**src/hdl/ucs_pkg.sv**
```systemverilog
// Shared types and constants for the endpoint-0 control transfer sequencer.
// Used by ucs_step and usb_control_endpoint_sequencer; depends on nothing.

package ucs_pkg;

    // Field widths of one event beat and one result beat
    localparam int LEN_W      = 9;
    localparam int WLEN_W     = 16;
    localparam int RX_W       = 7;
    localparam int S_TDATA_W  = 40;
    localparam int S_TUSER_W  = 2;
    localparam int M_TDATA_W  = 32;

    // Endpoint-0 event kinds
    typedef enum logic [1:0] {
        EV_SETUP     = 2'd0,
        EV_IN_SENT   = 2'd1,
        EV_OUT_RCVD  = 2'd2,
        EV_BUS_RESET = 2'd3
    } t_event;

    // Control transfer stages; code 7 is unused and treated as stall
    typedef enum logic [2:0] {
        ST_STALL         = 3'd0,
        ST_DATA_IN       = 3'd1,
        ST_LAST_DATA_IN  = 3'd2,
        ST_DATA_OUT      = 3'd3,
        ST_LAST_DATA_OUT = 3'd4,
        ST_STATUS_IN     = 3'd5,
        ST_STATUS_OUT    = 3'd6
    } t_stage;

    typedef struct packed {
        t_event              req_type;
        logic                setup_ok;
        logic                dir_in;
        logic                request_error;
        logic [LEN_W-1:0]    reply_length;
        logic [WLEN_W-1:0]   requested_length;
        logic [RX_W-1:0]     rx_length;
    } t_item;

    typedef struct packed {
        t_stage              stage;
        logic [LEN_W-1:0]    in_remaining;
        logic [LEN_W-1:0]    in_offset;
        logic [WLEN_W-1:0]   out_remaining;
        logic [LEN_W-1:0]    out_offset;
        logic                zero_packet_due;
    } t_state;

    typedef struct packed {
        t_stage              stage;
        logic                send_packet;
        logic [RX_W-1:0]     send_length;
        logic [LEN_W-1:0]    send_offset;
        logic [LEN_W-1:0]    rx_offset;
        logic                run_set_request;
        logic                reset_handlers;
    } t_result;

endpackage

```
**src/hdl/ucs_step.sv**
```systemverilog
// Next-state and result logic for one endpoint-0 event.
// Purely combinational; depends on ucs_pkg.

module ucs_step #(
    parameter int MAX_PACKET  = 64,
    parameter int REPLY_BYTES = 256
) (
    input  ucs_pkg::t_state  i_state,
    input  ucs_pkg::t_item   i_item,
    output ucs_pkg::t_state  o_state,
    output ucs_pkg::t_result o_result
);

    localparam int               NMULT     = 512 / MAX_PACKET;
    localparam logic [16:0]      REPLY_LIM = 17'(REPLY_BYTES);
    localparam logic [15:0]      MAXP16    = 16'(MAX_PACKET);
    localparam logic [8:0]       MAXP9     = 9'(MAX_PACKET);
    localparam logic [6:0]       MAXP7     = 7'(MAX_PACKET);

    logic [16:0] rlen17;
    logic [16:0] wlen17;
    logic [16:0] len_a;
    logic [16:0] len17;
    logic [8:0]  len;
    logic        len_is_mult;
    logic        setup_zpd;

    logic [8:0]  sn_rem;
    logic [8:0]  sn_off;
    logic        sn_zpd;
    logic [8:0]  sn_n;
    logic [8:0]  sn_rem_new;
    logic [8:0]  sn_off_new;
    logic        sn_last;

    logic [15:0] out_rem_new;
    logic [8:0]  out_off_new;

    // Clip the reply to the buffer and to wLength
    always_comb begin
        rlen17 = {8'b0, i_item.reply_length};
        wlen17 = {1'b0, i_item.requested_length};
        len_a  = (rlen17 > REPLY_LIM) ? REPLY_LIM : rlen17;
        len17  = (len_a > wlen17) ? wlen17 : len_a;
        len    = len17[8:0];
    end

    // Flag a clipped length that is a whole number of packets
    always_comb begin
        len_is_mult = 1'b0;
        for (int k = 0; k < NMULT; k++) begin
            if (len == 9'(k * MAX_PACKET)) begin
                len_is_mult = 1'b1;
            end
        end
        setup_zpd = (len17 < wlen17) && len_is_mult;
    end

    // Size the next IN packet, from setup values or from stored counts
    always_comb begin
        if (i_item.req_type == ucs_pkg::EV_SETUP) begin
            sn_rem = len;
            sn_off = '0;
            sn_zpd = setup_zpd;
        end else begin
            sn_rem = i_state.in_remaining;
            sn_off = i_state.in_offset;
            sn_zpd = i_state.zero_packet_due;
        end
        sn_n       = (sn_rem < MAXP9) ? sn_rem : MAXP9;
        sn_rem_new = sn_rem - sn_n;
        sn_off_new = sn_off + sn_n;
        sn_last    = (sn_n < MAXP9) || ((sn_rem_new == '0) && !sn_zpd);
    end

    // Advance the OUT counts by the received beat
    always_comb begin
        out_rem_new = i_state.out_remaining - {9'b0, i_item.rx_length};
        out_off_new = i_state.out_offset + {2'b0, i_item.rx_length};
    end

    // Stage machine: next state and result
    always_comb begin
        o_state  = i_state;
        o_result = '0;
        unique case (i_item.req_type)
            ucs_pkg::EV_SETUP: begin
                if (!i_item.setup_ok || i_item.request_error) begin
                    o_state.stage = ucs_pkg::ST_STALL;
                end else if (i_item.dir_in) begin
                    o_state.zero_packet_due = setup_zpd;
                    o_state.in_remaining    = sn_rem_new;
                    o_state.in_offset       = sn_off_new;
                    o_result.send_packet    = 1'b1;
                    o_result.send_length    = sn_n[6:0];
                    o_result.send_offset    = sn_off;
                    o_state.stage = sn_last ? ucs_pkg::ST_LAST_DATA_IN
                                            : ucs_pkg::ST_DATA_IN;
                end else if (i_item.requested_length != '0) begin
                    if (wlen17 > REPLY_LIM) begin
                        o_state.stage = ucs_pkg::ST_STALL;
                    end else begin
                        o_state.out_offset    = '0;
                        o_state.out_remaining = i_item.requested_length;
                        o_state.stage = (i_item.requested_length <= MAXP16)
                                      ? ucs_pkg::ST_LAST_DATA_OUT
                                      : ucs_pkg::ST_DATA_OUT;
                    end
                end else begin
                    // no data stage: zero-length status packet at once
                    o_result.send_packet = 1'b1;
                    o_state.stage        = ucs_pkg::ST_STATUS_IN;
                end
            end
            ucs_pkg::EV_IN_SENT: begin
                case (i_state.stage)
                    ucs_pkg::ST_DATA_IN: begin
                        o_state.in_remaining = sn_rem_new;
                        o_state.in_offset    = sn_off_new;
                        o_result.send_packet = 1'b1;
                        o_result.send_length = sn_n[6:0];
                        o_result.send_offset = sn_off;
                        o_state.stage = sn_last ? ucs_pkg::ST_LAST_DATA_IN
                                                : ucs_pkg::ST_DATA_IN;
                    end
                    ucs_pkg::ST_LAST_DATA_IN: begin
                        o_state.stage = ucs_pkg::ST_STATUS_OUT;
                    end
                    ucs_pkg::ST_STATUS_IN: begin
                        o_result.run_set_request = 1'b1;
                        o_state.stage            = ucs_pkg::ST_STALL;
                    end
                    default: begin
                        o_state.stage = ucs_pkg::ST_STALL;
                    end
                endcase
            end
            ucs_pkg::EV_OUT_RCVD: begin
                case (i_state.stage)
                    ucs_pkg::ST_DATA_OUT: begin
                        o_result.rx_offset = i_state.out_offset;
                        if (i_item.rx_length != MAXP7) begin
                            o_state.stage = ucs_pkg::ST_STALL;
                        end else begin
                            o_state.out_offset    = out_off_new;
                            o_state.out_remaining = out_rem_new;
                            o_state.stage = (out_rem_new <= MAXP16)
                                          ? ucs_pkg::ST_LAST_DATA_OUT
                                          : ucs_pkg::ST_DATA_OUT;
                        end
                    end
                    ucs_pkg::ST_LAST_DATA_OUT: begin
                        o_result.rx_offset = i_state.out_offset;
                        if ({9'b0, i_item.rx_length} != i_state.out_remaining) begin
                            o_state.stage = ucs_pkg::ST_STALL;
                        end else begin
                            o_result.send_packet = 1'b1;
                            o_state.stage        = ucs_pkg::ST_STATUS_IN;
                        end
                    end
                    default: begin
                        o_state.stage = ucs_pkg::ST_STALL;
                    end
                endcase
            end
            ucs_pkg::EV_BUS_RESET: begin
                o_state.stage           = ucs_pkg::ST_STALL;
                o_state.in_remaining    = '0;
                o_state.in_offset       = '0;
                o_state.out_remaining   = '0;
                o_state.out_offset      = '0;
                o_state.zero_packet_due = 1'b0;
                o_result.reset_handlers = 1'b1;
            end
        endcase
        o_result.stage = o_state.stage;
    end

endmodule

```
**src/hdl/usb_control_endpoint_sequencer.sv**
```systemverilog
// Top level of the endpoint-0 control transfer sequencer: event register,
// stage/count state, result register. Depends on ucs_pkg and ucs_step.
//
//   channel   dir  carries                              accepted when
//   s_*       in   one endpoint-0 event (tuser = kind)  i_s_tvalid & o_s_tready
//   m_*       out  stage, IN packet, OUT offset, pulses o_m_tvalid & i_m_tready
//
// An event is registered on accept and resolved once the result register
// can take it: the stage logic updates the state and loads the result
// register. One event per cycle is sustained while the receiver takes every
// result. A stalled result holds in its register while one more event waits
// in the input register. Reset (synchronous, active low) empties both
// registers and returns to stall.

module usb_control_endpoint_sequencer #(
    parameter int MAX_PACKET  = 64,
    parameter int REPLY_BYTES = 256
) (
    input  logic                             i_clk,
    input  logic                             i_rst_n,
    input  logic                             i_s_tvalid,
    output logic                             o_s_tready,
    // [0] setup_ok, [1] dir_in, [2] request_error, [11:3] reply_length,
    // [27:12] requested_length, [34:28] rx_length, [39:35] zero
    input  logic [ucs_pkg::S_TDATA_W-1:0]    i_s_tdata,
    // [1:0] req_type
    input  logic [ucs_pkg::S_TUSER_W-1:0]    i_s_tuser,
    output logic                             o_m_tvalid,
    input  logic                             i_m_tready,
    // [2:0] stage, [3] send_packet, [10:4] send_length, [19:11] send_offset,
    // [28:20] rx_offset, [29] run_set_request, [30] reset_handlers, [31] zero
    output logic [ucs_pkg::M_TDATA_W-1:0]    o_m_tdata
);

    logic             r_in_valid;
    ucs_pkg::t_item   r_item;
    ucs_pkg::t_item   n_item;
    ucs_pkg::t_state  r_state;
    ucs_pkg::t_state  n_state;
    logic             r_out_valid;
    ucs_pkg::t_result r_result;
    ucs_pkg::t_result n_result;
    logic             advance;

    // Unpack the incoming beat
    always_comb begin
        n_item.req_type         = ucs_pkg::t_event'(i_s_tuser[1:0]);
        n_item.setup_ok         = i_s_tdata[0];
        n_item.dir_in           = i_s_tdata[1];
        n_item.request_error    = i_s_tdata[2];
        n_item.reply_length     = i_s_tdata[11:3];
        n_item.requested_length = i_s_tdata[27:12];
        n_item.rx_length        = i_s_tdata[34:28];
    end

    // Resolve the held event when the result register can take it
    assign advance    = r_in_valid && (!r_out_valid || i_m_tready);
    assign o_s_tready = !r_in_valid || advance;

    ucs_step #(
        .MAX_PACKET  (MAX_PACKET),
        .REPLY_BYTES (REPLY_BYTES)
    ) u_step (
        .i_state  (r_state),
        .i_item   (r_item),
        .o_state  (n_state),
        .o_result (n_result)
    );

    // Control: valid flags and stage/count state
    always_ff @(posedge i_clk) begin
        if (!i_rst_n) begin
            r_in_valid  <= 1'b0;
            r_out_valid <= 1'b0;
            r_state     <= '0;
        end else begin
            if (o_s_tready) begin
                r_in_valid <= i_s_tvalid;
            end
            if (advance) begin
                r_out_valid <= 1'b1;
                r_state     <= n_state;
            end else if (i_m_tready) begin
                r_out_valid <= 1'b0;
            end
        end
    end

    // Payload: event and result registers
    always_ff @(posedge i_clk) begin
        if (!i_rst_n) begin
            r_item <= '0;
        end else if (o_s_tready && i_s_tvalid) begin
            r_item <= n_item;
        end
        if (advance) begin
            r_result <= n_result;
        end
    end

    // Pack the result beat
    assign o_m_tvalid = r_out_valid;
    assign o_m_tdata  = {1'b0,
                         r_result.reset_handlers,
                         r_result.run_set_request,
                         r_result.rx_offset,
                         r_result.send_offset,
                         r_result.send_length,
                         r_result.send_packet,
                         r_result.stage};

    // A bus reset event leaves all counts cleared
    a_bus_reset_clears: assert property (@(posedge i_clk) disable iff (!i_rst_n)
        advance && (r_item.req_type == ucs_pkg::EV_BUS_RESET) |=> (r_state == '0))
        else $error("bus reset did not clear sequencer state");

    // The last OUT packet always has between one and a full packet left
    a_last_out_count: assert property (@(posedge i_clk) disable iff (!i_rst_n)
        (r_state.stage == ucs_pkg::ST_LAST_DATA_OUT) |->
            (r_state.out_remaining != '0) &&
            (r_state.out_remaining <= 16'(MAX_PACKET)))
        else $error("last_data_out with bad remaining count");

    // In data_out more than a full packet is still owed
    a_data_out_count: assert property (@(posedge i_clk) disable iff (!i_rst_n)
        (r_state.stage == ucs_pkg::ST_DATA_OUT) |->
            (r_state.out_remaining > 16'(MAX_PACKET)))
        else $error("data_out with too few bytes remaining");

    // A full event register behind a stalled result blocks new beats
    a_backpressure: assert property (@(posedge i_clk) disable iff (!i_rst_n)
        r_in_valid && r_out_valid && !i_m_tready |-> !o_s_tready)
        else $error("event accepted while both registers are stalled");

    // A SET request runs only on leaving status_in
    a_run_set_origin: assert property (@(posedge i_clk) disable iff (!i_rst_n)
        advance && n_result.run_set_request |->
            (r_state.stage == ucs_pkg::ST_STATUS_IN))
        else $error("run_set_request outside status_in");

endmodule

```
**config.mk**
```make
export PLATFORM = sky130hd
export DESIGN_NAME = usb_control_endpoint_sequencer
export DESIGN_NICKNAME = d
export VERILOG_FILES = /design/src/hdl/ucs_pkg.sv /design/src/hdl/ucs_step.sv /design/src/hdl/usb_control_endpoint_sequencer.sv
export SDC_FILE = /design/constraint.sdc
export NUM_CORES = 1
export LEC_CHECK = 0
export BUFFER_PORTS_ARGS = -buffer_cell sky130_fd_sc_hd__buf_2
export CORE_ASPECT_RATIO = 1.2
export CORE_MARGIN = 3
export CORE_UTILIZATION = 54
export CTS_CLUSTER_SIZE = 10
export DETAILED_ROUTE_END_ITERATION = 6
export PLACE_DENSITY_LB_ADDON = 0.12
export REMOVE_ABC_BUFFERS = 1
export SKIP_LAST_GASP = 1
export SLEW_MARGIN = 20
export SYNTH_ARGS = -nofsm -noshare
export SYNTH_HDL_FRONTEND = slang
export SYNTH_SLANG_ARGS = --single-unit
```
**constraint.sdc**
```tcl
create_clock -name i_clk -period 5 [get_ports i_clk]
set_input_delay 0 -clock i_clk [delete_from_list [all_inputs] [get_ports i_clk]]
set_output_delay 0 -clock i_clk [all_outputs]
set_load 0.05 [all_outputs]
```
==> metrics.md <==
| Metric | Value |
|---|---|
| Share of the synthesized area in the top cell type | 0.2464 |
| Combinational Power Share | 0.209 |
| GR peak layer | met2 |
| Drt total wl | 19.70 mm |
| Fmax | 213.7 MHz |
| Worst endpoint data arrival time | 5.01 ns |
| Pins Over Slew Limit | 0 |
| Inserted Clock Buffers | 17 |
| Placed Area | 7592 sq um |
| First-pass GRT wire length | 32.42 mm |
| Clock sinks | 117 |
| Post-Synthesis Cells | 846 |
| Largest family of logic cells by synthesized area | simple AND/OR/NAND/NOR gates |
| H-tree depth reported by CTS | 4 |
| Synthesized flop and latch total | 117 |
| Final ANT Viol Nets | 0 |
| Clock power share | 0.428 |
| Yosys top cell by area | dfxtp_1 |
| Sequential Power Share | 0.364 |
| DR vias | 6698 |
| Post-route DRC | 0 |
| Grt ovf | 0 |
| Final Hold Violating Endpoints | 0 |
| Vias in the first global route | 6492 |
| Critical Path RT | 5.33 ns |
| Area growth syn-to-layout | 23.74% |
| # rows | 44 |
| Max Root-Sink Buffers | 2 |
| Leak pwr | 3.603 nW |
| Hpwl dp | 13.60 mm |
| Met1 usage | 0.3648 |
| Unrepaired setup endpoints after global routing | yes |
| Root buf cell | clkbuf_16 |
| Synth Area in Compound Gates | 0.2235 |
| Pin count of the biggest net entering global routing | 79 |
| Syn Area/Cell | 8.260 sq um |
| Starting density of the core | 0.5641 |
| DR WL/cell | 17.24 um |
| TritonCTS clock tree | done |
| Antenna violations before repair | 0 |
| Initial DRC Count | 457 |
| Clock Skew | 0.009945 ns |
| Routability cong. | 0.9510 |
| Maxcap violations | 0 |
| P_sw | 0.8633 mW |
| Area share of fa/ha/maj cells after synthesis | 0.07842 |
| I/O Pins | 80 |
| HP Class | primary input to flip-flop |
| Sequential-to-total area share from yosys stat | 0.3796 |
| Gr usage total | 0.2896 |
| Die Footprint | 14350 sq um |
| # diodes | 0 |
| Layout Nets | 1057 |
| Period utilisation layout | 0.9359 |
| Peak supply drop | 0.0002448 V |
| Layout cell share with drive strength beyond 1 | 0.1660 |
| Core Region | 12390 sq um |
| Worst-path clk slew | 0.06 ns |
| Top-count cell post-synth | nand2_1 |
| Grt met2 use | 0.4918 |
| Kind of critical path | flip-flop to flip-flop |
| Port Buf Inserts | 73 |
| Post-synth EDFFs | 31 |
| TritonRoute pass-1 iters | 5 |
| WHS | 0.3660 ns |
| Tmin final | 4.680 ns |
| Critical path endpoint category | flip-flop |
| Die width | 109.8 um |
| Synth async-reset ratio | 0 |
| Multiplexer share of the synthesized area | 0.008774 |
| Drt via density | 5.860 |
| Ys Warns | 0 |
| Unique masters post-synth | 75 |
| Area share of and/or/nand/nor cells after synthesis | 0.2424 |
| Run status | complete, no violations |
| Top cells by area, synth | dfxtp_1 25%, edfxtp_1 13%, ha_1 7.0% |
| Sw frac | 0.3055 |
| Xor-xnor portion of the synthesized cell area | 0.02381 |
| Worst-Skew Late Latency | 0.42 ns |
| Main synth FF type | dfxtp_1 |
| Internal | 1.963 mW |
| Post-synthesis cell area | 6988 sq um |
| GR Util met3 | 0.04717 |
| Setup violators final | 0 |
| Slew headroom | 0.3847 |
| Post-synth top cells | 121 x nand2_1, 94 x a21oi_1, 86 x dfxtp_1, 81 x nor2_1, 39 x ha_1 |
| PwrDens | 326.8 nW/um^2 |
| CP Max Fanout | 13 |
| Worst Max-Slew Pin Slew | 0.9211 ns |
| Final std cell area, no fill | 8647 sq um |
| Die H | 130.6 um |
| Crit start category | flip-flop |
-- layout make-up --
| type | count | area [sq um] |
|---|---|---|
| fillers | 976 | 3740 |
| flip-flops and latches | 117 | 2656 |
| repair buffers | 145 | 1008 |
| multi-input cells | 653 | 4066 |
| well taps | 161 | 201.4 |
| inverters | 35 | 131.4 |
| clock inverters | 15 | 157.7 |
| clock buffers | 17 | 425.4 |
-- routing by layer --
layer / part of all wire / wire length [um]
met1: 0.42 / 8336
met2: 0.49 / 9611
met3: 0.061 / 1192
met4: 0.029 / 563
met5: 0 / 0
-- registers in the layout, indices dropped and copies added, names as in the netlist --
signal	count
r_state	47
r_item	37
o_m_tdata	31
o_m_tvalid	1
r_in_valid	1
-- power groups by stage --
stage               clock (mW)  sequential [mW]  combinational [mW]
finish                    1.21             1.03               0.590
global route              1.27             1.03               0.648
CTS                       1.22             1.03               0.569
detailed placement           0             1.05               0.541
global placement             0             1.05               0.529
floorplan                    0             1.08               0.341
-- per-stage QoR --
| step | utilization | setup WS, ns | cells | power [mW] | TNS, ns |
|---|---|---|---|---|---|
| 2_1_floorplan | - | 0.4118 | 805 | 1.424 | 0 |
| 3_3_place_gp | 0.6129 | 0.1683 | 1066 | 1.576 | 0 |
| 3_5_place_dp | 0.6129 | -0.002209 | 1066 | 1.589 | -0.002209 |
| 4_1_cts | 0.6932 | 0.05948 | 1139 | 2.815 | 0 |
| 5_1_grt | 0.6981 | -0.1183 | 1143 | 2.948 | -0.1183 |
| 6_report | 0.6981 | 0.3204 | 1143 | 2.826 | 0 |
-- cell families (layout without fill, tap and decap cells) --
kind of cell | after synthesis | count (layout)
AND/OR/NAND/NOR | 346 | 346
AO/OA/AOI/OAI | 238 | 238
flip-flops | 117 | 117
buffers and inverters | 76 | 212
adder cells (fa/ha/maj) | 42 | 42
XOR/XNOR | 19 | 19
multiplexers | 6 | 6
other | 2 | 2
-- path summary, 6_finish.rpt --
path	start	endpoint	slack (ns)	depth (start not counted)
worst max-delay path	r_item[13]	r_state[34]	0.32	22
worst min-delay path	i_s_tdata[2]	r_item[32]	0.37	4
worst max register to register	r_item[13]	r_state[34]	0.32	22
worst min register to register	r_item[30]	r_item[30]	0.45	2
-- critical path: stages, from the launching register on --
cell and delay (ns):
dfxtp_1 0.43, inv_1 0.20, ha_1 0.35, nand4_1 0.21
a31o_2 0.35, a2111oi_2 0.31, buf_4 0.17, o31a_1 0.21
nor3_4 0.06, inv_1 0.08, buf_4 0.19, nor2_1 0.11
fa_1 0.44, a21oi_1 0.17, o21bai_1 0.11, a21o_1 0.19
a21oi_1 0.21, inv_1 0.07, a21oi_1 0.20, nor2_1 0.08
o21ai_0 0.16, a21oi_1 0.10, nor3_1 0.18
-- placed cells by master, fill, tap and decap left out, types with 5 or more instances in the layout --
cell type | synthesis | layout
nand2_1 | 121 | 121
a21oi_1 | 94 | 93
dfxtp_1 | 86 | 85
nor2_1 | 81 | 81
buf_2 | 0 | 73
dlygate4sd3_1 | 0 | 41
ha_1 | 39 | 39
inv_1 | 33 | 33
o21ai_0 | 33 | 33
edfxtp_1 | 31 | 31
buf_4 | 1 | 31
and2_1 | 24 | 24
nor2b_1 | 19 | 19
clkbuf_16 | 0 | 17
xnor2_1 | 15 | 15
a22oi_1 | 15 | 15
nor3_1 | 14 | 14
nand3_1 | 14 | 14
nand2b_1 | 11 | 11
and3_1 | 10 | 10
nor4_1 | 9 | 9
a21o_1 | 9 | 9
o211ai_1 | 8 | 8
o21bai_1 | 8 | 8
or3_1 | 8 | 8
a211oi_1 | 7 | 7
a31oi_1 | 6 | 6
or2_2 | 6 | 6
o21a_1 | 6 | 6
or4_1 | 6 | 6
nand4_1 | 5 | 5
nor3b_1 | 5 | 5
o31ai_1 | 5 | 5
mux2i_1 | 5 | 5
clkinv_4 | 0 | 5
-- repair_timing --
action                                 CTS  global route
hold buffers                            41             0
endpoints found under the hold margin   46             0
setup endpoints to repair                1             2
cloned                                   0             0
pin swaps                                0             2
buffers inserted                         0             4
gates resized for setup                  1             5
(Power assumes the default switching activity.)
